[config.mk]
export PLATFORM = sky130hd
export DESIGN_NAME = exponential_fog_blend
export DESIGN_NICKNAME = d
export VERILOG_FILES = /design/src/sv/fogb_pkg.sv /design/src/sv/fogb_atten.sv /design/src/sv/exponential_fog_blend.sv
export SDC_FILE = /design/constraint.sdc
export NUM_CORES = 2
export LEC_CHECK = 0
export ABC_AREA = 1
export BUFFER_PORTS_ARGS = -buffer_cell sky130_fd_sc_hd__clkbuf_2
export CAP_MARGIN = 20
export CORE_MARGIN = 10
export CORE_UTILIZATION = 55
export DETAILED_ROUTE_END_ITERATION = 16
export HOLD_SLACK_MARGIN = 0.02
export PLACE_DENSITY = 0.71
export SYNTH_ARGS = -nofsm -noshare
export SYNTH_HDL_FRONTEND = slang
export SYNTH_SLANG_ARGS = --single-unit
[constraint.sdc]
create_clock -name i_clk -period 10.3 [get_ports i_clk]
set_input_delay 2.06 -clock i_clk [delete_from_list [all_inputs] [get_ports i_clk]]
set_output_delay 2.06 -clock i_clk [all_outputs]
set_load 0.1 [all_outputs]
[src/sv/fogb_pkg.sv]
// Package for the exponential fog blend: widths, register indexes and the
// exponential attenuation table, which is built once at elaboration.
// Depends on nothing; every module of the block imports it.
package fogb_pkg;

    // Fraction bits of the exponent, which also sets the depth of the table.
    localparam int EXP_TABLE_BITS = 8;
    localparam int ROM_SIZE       = 1 << EXP_TABLE_BITS;

    // log2(e) in Q.8 and the widths of the depth path.
    localparam int LOG2E_Q8 = 369;
    localparam int LOG2E_W  = 9;
    localparam int DIST_W   = 16;
    localparam int DENS_W   = 16;
    localparam int DPROD_W  = DIST_W + DENS_W;
    localparam int X_W      = DPROD_W - 12;
    localparam int YPROD_W  = X_W + LOG2E_W;
    localparam int Y_W      = YPROD_W - (16 - EXP_TABLE_BITS);
    localparam int SH_W     = Y_W - EXP_TABLE_BITS;
    localparam int ATT_W    = 16;
    localparam int COL_W    = 8;
    localparam int NUM_COL  = 3;

    // Blend product widths: color times attenuation, fog times its complement.
    localparam int PC_W  = COL_W + ATT_W;
    localparam int NA_W  = ATT_W + 1;
    localparam int PF_W  = COL_W + NA_W;
    localparam int SUM_W = PF_W;

    // Configuration port.
    localparam int CFG_IDX_W  = 4;
    localparam int CFG_DATA_W = 16;

    typedef enum logic [CFG_IDX_W-1:0] {
        CFG_FOG_DENSITY = 4'd0,
        CFG_FOG_RED     = 4'd1,
        CFG_FOG_GREEN   = 4'd2,
        CFG_FOG_BLUE    = 4'd3
    } t_cfg_idx;

    typedef logic [ROM_SIZE-1:0][ATT_W-1:0] t_exp_rom;

    // (a * b) >> 62 on Q62 values below 2^63.
    function automatic logic [63:0] q62_mul(logic [63:0] a, logic [63:0] b);
        logic [127:0] p;
        p = {64'd0, a} * {64'd0, b};
        return p[125:62];
    endfunction

    // Floor square root of a Q62 value below one, one bit per step.
    function automatic logic [63:0] q62_sqrt(logic [63:0] v);
        logic [63:0] x;
        logic [63:0] cand;
        x = 64'd0;
        for (int b = 61; b >= 0; b--) begin
            cand = x | (64'd1 << b);
            if (q62_mul(cand, cand) <= v) begin
                x = cand;
            end
        end
        return x;
    endfunction

    // Table entry f holds min(65535, round(65536 * 2^(-f / ROM_SIZE))).
    function automatic t_exp_rom build_exp_rom();
        t_exp_rom    rom;
        logic [63:0] roots [0:EXP_TABLE_BITS];
        logic [63:0] v;
        logic [63:0] r;
        roots[0] = 64'd1 << 61;
        for (int k = 1; k <= EXP_TABLE_BITS; k++) begin
            roots[k] = q62_sqrt(roots[k-1]);
        end
        for (int f = 0; f < ROM_SIZE; f++) begin
            v = 64'd1 << 62;
            for (int m = 0; m < EXP_TABLE_BITS; m++) begin
                if (((f >> (EXP_TABLE_BITS - 1 - m)) & 1) != 0) begin
                    v = q62_mul(v, roots[m+1]);
                end
            end
            r = (v + (64'd1 << 45)) >> 46;
            rom[f] = (r > 64'd65535) ? {ATT_W{1'b1}} : r[ATT_W-1:0];
        end
        return rom;
    endfunction

    localparam t_exp_rom EXP_ROM = build_exp_rom();

endpackage

[src/sv/fogb_atten.sv]
// Attenuation lookup: splits the log2 depth into a table index and a shift.
// Depends on fogb_pkg for the widths and the exponential table.
module fogb_atten
    import fogb_pkg::*;
(
    input  logic [Y_W-1:0]   i_y,
    output logic [ATT_W-1:0] o_att
);

    logic [EXP_TABLE_BITS-1:0] frac;
    logic [SH_W-1:0]           sh;
    logic                      sat;

    // Fraction picks the table entry, integer part shifts it down.
    assign frac = i_y[EXP_TABLE_BITS-1:0];
    assign sh   = i_y[Y_W-1:EXP_TABLE_BITS];
    assign sat  = |sh[SH_W-1:4];

    // Sixteen or more halvings leave nothing of the surface color.
    assign o_att = sat ? '0 : (EXP_ROM[frac] >> sh[3:0]);

endmodule

[src/sv/exponential_fog_blend.sv]
// Top level of the exponential fog blend: five-stage pixel pipeline and
// configuration registers. Depends on fogb_pkg and fogb_atten.
//
// Usage:
//   Pixel input: i_valid / o_stall carry one RGBA pixel and its view distance
//   per request. Pixel output: o_valid / i_stall carry the fogged pixel.
//   A request moves at a clock edge where valid is high and stall is low.
//   Configuration: i_cfg_valid / o_cfg_ready write density (index 0) and the
//   fog color (indexes 1 to 3); o_cfg_ready is always high. Write only while
//   no pixel is in flight.
//   An accepted pixel moves through the five pipeline registers to the output.
//   Throughput: one pixel per cycle while i_stall is low; each stage holds
//   one pixel, and a multiplier rank, the table lookup or the final adder
//   lies in front of each of the five pipeline registers.
//   Stall: when i_stall holds the output, the stages behind it keep filling
//   any empty slots; o_stall rises only once every stage holds a pixel.
//   Reset: i_rst_n (synchronous, active low) empties the pipeline and sets
//   density and fog color to zero.
module exponential_fog_blend
    import fogb_pkg::*;
(
    input  logic                  i_clk,
    input  logic                  i_rst_n,
    // pixel input
    input  logic                  i_valid,
    output logic                  o_stall,
    input  logic [COL_W-1:0]      i_in_red,
    input  logic [COL_W-1:0]      i_in_green,
    input  logic [COL_W-1:0]      i_in_blue,
    input  logic [COL_W-1:0]      i_in_alpha,
    input  logic [DIST_W-1:0]     i_view_distance,
    // pixel output
    output logic                  o_valid,
    input  logic                  i_stall,
    output logic [COL_W-1:0]      o_out_red,
    output logic [COL_W-1:0]      o_out_green,
    output logic [COL_W-1:0]      o_out_blue,
    output logic [COL_W-1:0]      o_out_alpha,
    // configuration
    input  logic                  i_cfg_valid,
    output logic                  o_cfg_ready,
    input  logic [CFG_IDX_W-1:0]  i_cfg_index,
    input  logic [CFG_DATA_W-1:0] i_cfg_data
);

    // Configuration registers.
    logic [DENS_W-1:0]              r_fog_density;
    logic [NUM_COL-1:0][COL_W-1:0]  r_fog_col;

    // Stage valid bits and enables.
    logic r_v1, r_v2, r_v3, r_v4, r_v5;
    logic en1, en2, en3, en4, en5;

    // Stage payloads.
    logic [X_W-1:0]                 r_x;
    logic [Y_W-1:0]                 r_y;
    logic [ATT_W-1:0]               r_att;
    logic [NUM_COL-1:0][COL_W-1:0]  r_col1, r_col2, r_col3;
    logic [COL_W-1:0]               r_alpha1, r_alpha2, r_alpha3, r_alpha4, r_alpha5;
    logic [NUM_COL-1:0][PC_W-1:0]   r_pc;
    logic [NUM_COL-1:0][PF_W-1:0]   r_pf;
    logic [NUM_COL-1:0][COL_W-1:0]  r_out_col;

    // Next values.
    logic [DPROD_W-1:0]             n_dprod;
    logic [YPROD_W-1:0]             n_yprod;
    logic [ATT_W-1:0]               n_att;
    logic [NUM_COL-1:0][COL_W-1:0]  in_col;
    logic [NUM_COL-1:0][PC_W-1:0]   n_pc;
    logic [NUM_COL-1:0][PF_W-1:0]   n_pf;
    logic [NUM_COL-1:0][COL_W-1:0]  n_out_col;
    logic [NUM_COL-1:0][SUM_W-1:0]  sum;

    // Configuration writes are always taken.
    assign o_cfg_ready = 1'b1;

    always_ff @(posedge i_clk) begin
        if (!i_rst_n) begin
            r_fog_density <= '0;
            r_fog_col     <= '0;
        end else if (i_cfg_valid) begin
            unique case (i_cfg_index)
                CFG_FOG_DENSITY: r_fog_density <= i_cfg_data;
                CFG_FOG_RED:     r_fog_col[0]  <= i_cfg_data[COL_W-1:0];
                CFG_FOG_GREEN:   r_fog_col[1]  <= i_cfg_data[COL_W-1:0];
                CFG_FOG_BLUE:    r_fog_col[2]  <= i_cfg_data[COL_W-1:0];
                default: ;
            endcase
        end
    end

    // A stage takes new data when it is empty or its successor moves on.
    assign en5     = !r_v5 || !i_stall;
    assign en4     = !r_v4 || en5;
    assign en3     = !r_v3 || en4;
    assign en2     = !r_v2 || en3;
    assign en1     = !r_v1 || en2;
    assign o_stall = !en1;

    always_ff @(posedge i_clk) begin
        if (!i_rst_n) begin
            r_v1 <= 1'b0;
            r_v2 <= 1'b0;
            r_v3 <= 1'b0;
            r_v4 <= 1'b0;
            r_v5 <= 1'b0;
        end else begin
            if (en1) r_v1 <= i_valid;
            if (en2) r_v2 <= r_v1;
            if (en3) r_v3 <= r_v2;
            if (en4) r_v4 <= r_v3;
            if (en5) r_v5 <= r_v4;
        end
    end

    // Stage 1: optical depth x = density * distance in Q.8.
    assign in_col  = {i_in_blue, i_in_green, i_in_red};
    assign n_dprod = DPROD_W'(r_fog_density) * DPROD_W'(i_view_distance);

    // Stage 2: convert to base two, y = x * log2(e).
    assign n_yprod = YPROD_W'(r_x) * YPROD_W'(LOG2E_Q8);

    // Stage 3: table lookup and shift give the attenuation.
    fogb_atten u_atten (
        .i_y   (r_y),
        .o_att (n_att)
    );

    // Stage 4: one product pair per color lane; stage 5 sums and truncates.
    always_comb begin
        for (int i = 0; i < NUM_COL; i++) begin
            n_pc[i]      = PC_W'(r_col3[i]) * PC_W'(r_att);
            n_pf[i]      = PF_W'(r_fog_col[i]) *
                           PF_W'(NA_W'(1 << ATT_W) - NA_W'(r_att));
            sum[i]       = SUM_W'(r_pc[i]) + r_pf[i];
            n_out_col[i] = sum[i][ATT_W+COL_W-1:ATT_W];
        end
    end

    always_ff @(posedge i_clk) begin
        if (en1 && i_valid) begin
            r_x      <= n_dprod[DPROD_W-1:12];
            r_col1   <= in_col;
            r_alpha1 <= i_in_alpha;
        end
        if (en2 && r_v1) begin
            r_y      <= n_yprod[YPROD_W-1:16-EXP_TABLE_BITS];
            r_col2   <= r_col1;
            r_alpha2 <= r_alpha1;
        end
        if (en3 && r_v2) begin
            r_att    <= n_att;
            r_col3   <= r_col2;
            r_alpha3 <= r_alpha2;
        end
        if (en4 && r_v3) begin
            r_pc     <= n_pc;
            r_pf     <= n_pf;
            r_alpha4 <= r_alpha3;
        end
        if (en5 && r_v4) begin
            r_out_col <= n_out_col;
            r_alpha5  <= r_alpha4;
        end
    end

    assign o_valid     = r_v5;
    assign o_out_red   = r_out_col[0];
    assign o_out_green = r_out_col[1];
    assign o_out_blue  = r_out_col[2];
    assign o_out_alpha = r_alpha5;

    // The input side is held off only when every stage is occupied.
    a_stall_full: assert property (@(posedge i_clk) disable iff (!i_rst_n)
        o_stall |-> (r_v1 && r_v2 && r_v3 && r_v4 && r_v5 && i_stall))
        else $error("input stalled while the pipeline has a free stage");

    // A blocked stage keeps its pixel.
    a_stage4_hold: assert property (@(posedge i_clk) disable iff (!i_rst_n)
        (r_v4 && !en4) |=> (r_v4 && $stable(r_pc) && $stable(r_pf)))
        else $error("blend products overwritten while blocked");

    // A depth of sixteen halvings or more drives the attenuation to zero.
    a_att_sat: assert property (@(posedge i_clk) disable iff (!i_rst_n)
        (en3 && r_v2 && (|r_y[Y_W-1:EXP_TABLE_BITS+4])) |=> (r_att == '0))
        else $error("saturated depth left a nonzero attenuation");

endmodule
==> impl_summary.log <==
[metrics] post-detail-place hpwl: approximately 110 mm
[metrics] count of pins over their slew limit: 0
[metrics] post-route worst hold slack: approximately 410 ps
[metrics] run status: finished clean
[metrics] vertical extent of the die: 338 microns
[metrics] DRT Wirelength: around 150 mm
[metrics] post-detailed-placement cell area: approximately 0.057 sq mm
[metrics] final RePlAce weighted congestion: between 0.9 and 1
[metrics] Hold/Removal Path Class: reg2reg
[metrics] Post-Syn Nets: 8121
[metrics] proportion of netlist area held by the largest area contributor: 27.4%
[metrics] Antenna Nets Post-Route: 0
[metrics] largest net degree at the start of global routing: 60
[metrics] starting utilization of the core area: between 50% and 60%
[metrics] first-pass iteration count of the detailed router: 6
[metrics] cell row count: ~120
[metrics] I/O Pins: 108
[metrics] transition time of the tightest slew-check pin: ~1100 ps
[metrics] clock input transition at the sequential cells of the worst setup and hold paths: roughly 70 ps
[metrics] cell types with the highest counts after synthesis: sky130_fd_sc_hd__nand2_1, sky130_fd_sc_hd__inv_1, sky130_fd_sc_hd__fa_1
[metrics] Setup crit end kind: register
[metrics] Avg Synthesized Cell Area: 8.25 sq um
[metrics] core area: ~0.10 sq mm
[metrics] I/O Buffers: 106
[metrics] setup repair after global routing missed its margin: no
[metrics] critical path's largest stage delay: between 600 and 700 ps
[metrics] proportion of synthesized flip-flops having asynchronous set or reset: 0%
[metrics] final clock period utilization by the worst path: roughly 71%
[metrics] die area: around 0.11 sq mm
[metrics] total via count in the routed design: 44600
[metrics] sum of overflow across all layers after global routing: 0
[metrics] hold path endpoint: r_col3[5]$_DFFE_PP_
[metrics] vias per cell: between 5 and 6
[metrics] relative slew slack: around a quarter
[metrics] Critical Path Most Common Cell: sky130_fd_sc_hd__inv_1
[metrics] Min Clock Period, post-route: between 7000 and 8000 ps
[metrics] DR WL/cell: 18.4 microns
[metrics] max capacitance violation total: 0
[metrics] wire length of the first global-routing pass: between 200 and 250 mm
[metrics] count of inserted antenna diode cells: 0
[metrics] worst hold start: r_col2[5]$_DFFE_PP_
[metrics] Post CTS Setup Buffer Count: 0
[metrics] nets: between 8000 and 9000
[metrics] largest cells by area after synthesis: sky130_fd_sc_hd__fa_1, sky130_fd_sc_hd__edfxtp_1, sky130_fd_sc_hd__ha_1
[metrics] maximum clock path buffer count: 3
[metrics] Worst Path Max Fanout: 26
[metrics] adder-cell share of the synthesized area: between 30% and 40%
[metrics] Die Span X: between 300 and 400 microns
[metrics] portion of the post-synthesis area used by sequential elements: between 20% and 30%
[metrics] ratio of cells with drive above 1 in the final layout: 4.47%
[metrics] final setup fails: 0
[metrics] synthesized cell area: 0.0556 sq mm
[metrics] CTS hold repair buffers: 0
[metrics] vias in the first global route: 45500
[metrics] Peak Freq: 137 MHz
[metrics] worst IR drop on VDD: approximately 0.00035 V
[metrics] Leakage Power: ~31 nW
[metrics] power density normalized to cell area: between 150 and 200 mW/mm^2
[metrics] Distinct cells, synth: between 60 and 70
[metrics] area fraction in and, or, nand and nor cells after synthesis: between 10% and 20%
[metrics] launching point of the worst reg2reg path: r_att[1]$_SDFFCE_PP0P_
[metrics] CTS resizes: 0
[metrics] fraction of synthesized cell area in xor and xnor cells: 3.03%
[metrics] Root Buffer Master: sky130_fd_sc_hd__clkbuf_16
[metrics] flops & latches, synth: 397
[metrics] fraction of synthesized area in multiplexers: less than 1%
[metrics] post-layout instance area: between 0.05 and 0.06 sq mm
[metrics] post-synth top area cell: sky130_fd_sc_hd__fa_1
[metrics] FF-to-FF path depth: 29
[metrics] clk_skew: 64.0 ps
[metrics] largest family of logic cells by synthesized area: adder cells
[metrics] Arr. time, crit path: 7680 ps
[metrics] count of clock tree sinks: ~400
[metrics] most used standard cell by instance count after synthesis: sky130_fd_sc_hd__nand2_1
[metrics] compound-gate portion of the synthesized area: under 10%
[metrics] main flop type after synthesis: sky130_fd_sc_hd__edfxtp_1
[metrics] residual DRC count: 0
[metrics] number of clock buffers inserted by TritonCTS: 48
[metrics] Post-synth EDFFs: 337
[metrics] worst path required time: roughly 11000 ps
[metrics] slack of the worst reg-to-reg path: around 3000 ps
[metrics] number of antenna violations at the first check in global routing: 0
[metrics] TritonCTS clock tree: yes
[metrics] area grow syn2layout: 5.25%
[metrics] number of stages on the worst hold path: 0
[metrics] initial detailed-routing violation count: 4044
[metrics] Total Negative Setup Slacks: 0 ps
[metrics] Reg2Reg Capture Point: r_pf[73]$_DFFE_PP_
[metrics] Mapped Cells: between 6000 and 7000
[metrics] Clock Latency Late Sink: 640 ps
[metrics] H-Tree Level Count: 2
[metrics] number of warnings issued by yosys: 0
[metrics] final hold vios: 0
[metrics] classification of the worst setup path: reg2reg
[metrics] Startpoint Class: register
[metrics] global router's overall resource usage: about a quarter
[metrics] Slowest-stage cell, CP: sky130_fd_sc_hd__inv_1
-- worst max-delay path: cells and delay by family, from the launching register on --
family | cells | cell delay, ps
and+or+nand+nor | 10 | 1510
DFF | 1 | 350
adders and majority gates | 6 | 2630
buffers and inverters | 7 | 1270
AOI/OAI and AO/OA | 5 | 890
xor gates and xnor gates | 1 | 370
-- metrics by stage --
stage | setup WS, ps | cells | power [mW] | util [%]
3_3_place_gp | 2670 | 7955 | 8.89 | 56.7
4_1_cts | 3050 | 8044 | 10.8 | 58.4
5_1_grt | 2360 | 8044 | 11.7 | 58.4
6_report | 2980 | 8044 | 10.9 | 58.4
3_5_place_dp | 2550 | 7955 | 8.90 | 56.7
2_1_floorplan | 2880 | 6744 | 7.11 | -
-- cell type report --
| cell class | instances | area, sq um |
|---|---|---|
| inverters | 1395 | 5250 |
| repair buffers | 144 | 816 |
| flip-flops and latches | 397 | 11300 |
| well taps | 1357 | 1700 |
| clock buffers | 56 | 1270 |
| multi-input cells | 4662 | 37800 |
| clock inverters | 33 | 420 |
| fillers | 9021 | 41700 |
-- registers in the layout (all words and copies together) (netlist names), 16 cells and up, named ones only --
signal	flops
r_att	16
r_col1	24
r_col2	24
r_col3	24
r_fog_col	24
r_fog_density	16
r_pc	72
r_pf	72
r_x	20
r_y	21
-- logic make-up after synthesis --
kind of cell	after synthesis
buffers and inverters	1685
xor gates and xnor gates	188
other	1
DFF	397
muxes	2
adders and majority gates	1304
and+or+nand+nor	2467
AOI/OAI and AO/OA	700
-- cells in the final DEF (no fill, tap or decap), types with 106 or more instances in the layout --
master	synthesis	layout
sky130_fd_sc_hd__a21oi_1	346	346
sky130_fd_sc_hd__clkbuf_2	2	106
sky130_fd_sc_hd__edfxtp_1	337	337
sky130_fd_sc_hd__fa_1	762	762
sky130_fd_sc_hd__ha_1	542	542
sky130_fd_sc_hd__inv_1	1382	1380
sky130_fd_sc_hd__nand2_1	1533	1533
sky130_fd_sc_hd__nand3_1	331	331
sky130_fd_sc_hd__nor2_1	450	449
sky130_fd_sc_hd__o21ai_0	226	226
sky130_fd_sc_hd__xor2_1	116	116
-- metal layers --
| layer | up-vias | track usage, % | part of all wire (%) |
|---|---|---|---|
| li1 | 20700 | - | - |
| met1 | 21800 | 33.8 | 40 |
| met2 | 1812 | 44.5 | 48 |
| met3 | 392 | 3.36 | 7.1 |
| met4 | 0 | 10.9 | 4.5 |
| met5 | - | 0 | 0 |
-- where the power goes --
part | switching, mW | total [mW] | internal, mW | leakage (nW)
clock network | 0.753 | 1.81 | 1.06 | 0.813
registers | 0.130 | 2.16 | 2.03 | 3.64
logic | 4.82 | 6.91 | 2.09 | 26.4
-- worst max path at each step --
stage | cells past startpoint | slack [ps] | startpoint | to
2_1_floorplan | 28 | 2880 | i_view_distance[7] | r_x[16]$_DFFE_PP_
3_3_place_gp | 23 | 2670 | i_view_distance[4] | r_x[17]$_DFFE_PP_
3_5_place_dp | 21 | 2550 | i_view_distance[1] | r_x[17]$_DFFE_PP_
4_1_cts | 29 | 3050 | r_att[1]$_SDFFCE_PP0P_ | r_pf[73]$_DFFE_PP_
5_1_grt | 29 | 2360 | r_att[1]$_SDFFCE_PP0P_ | r_pf[73]$_DFFE_PP_
6_report | 29 | 2980 | r_att[1]$_SDFFCE_PP0P_ | r_pf[73]$_DFFE_PP_
(Power assumes the default switching activity.)
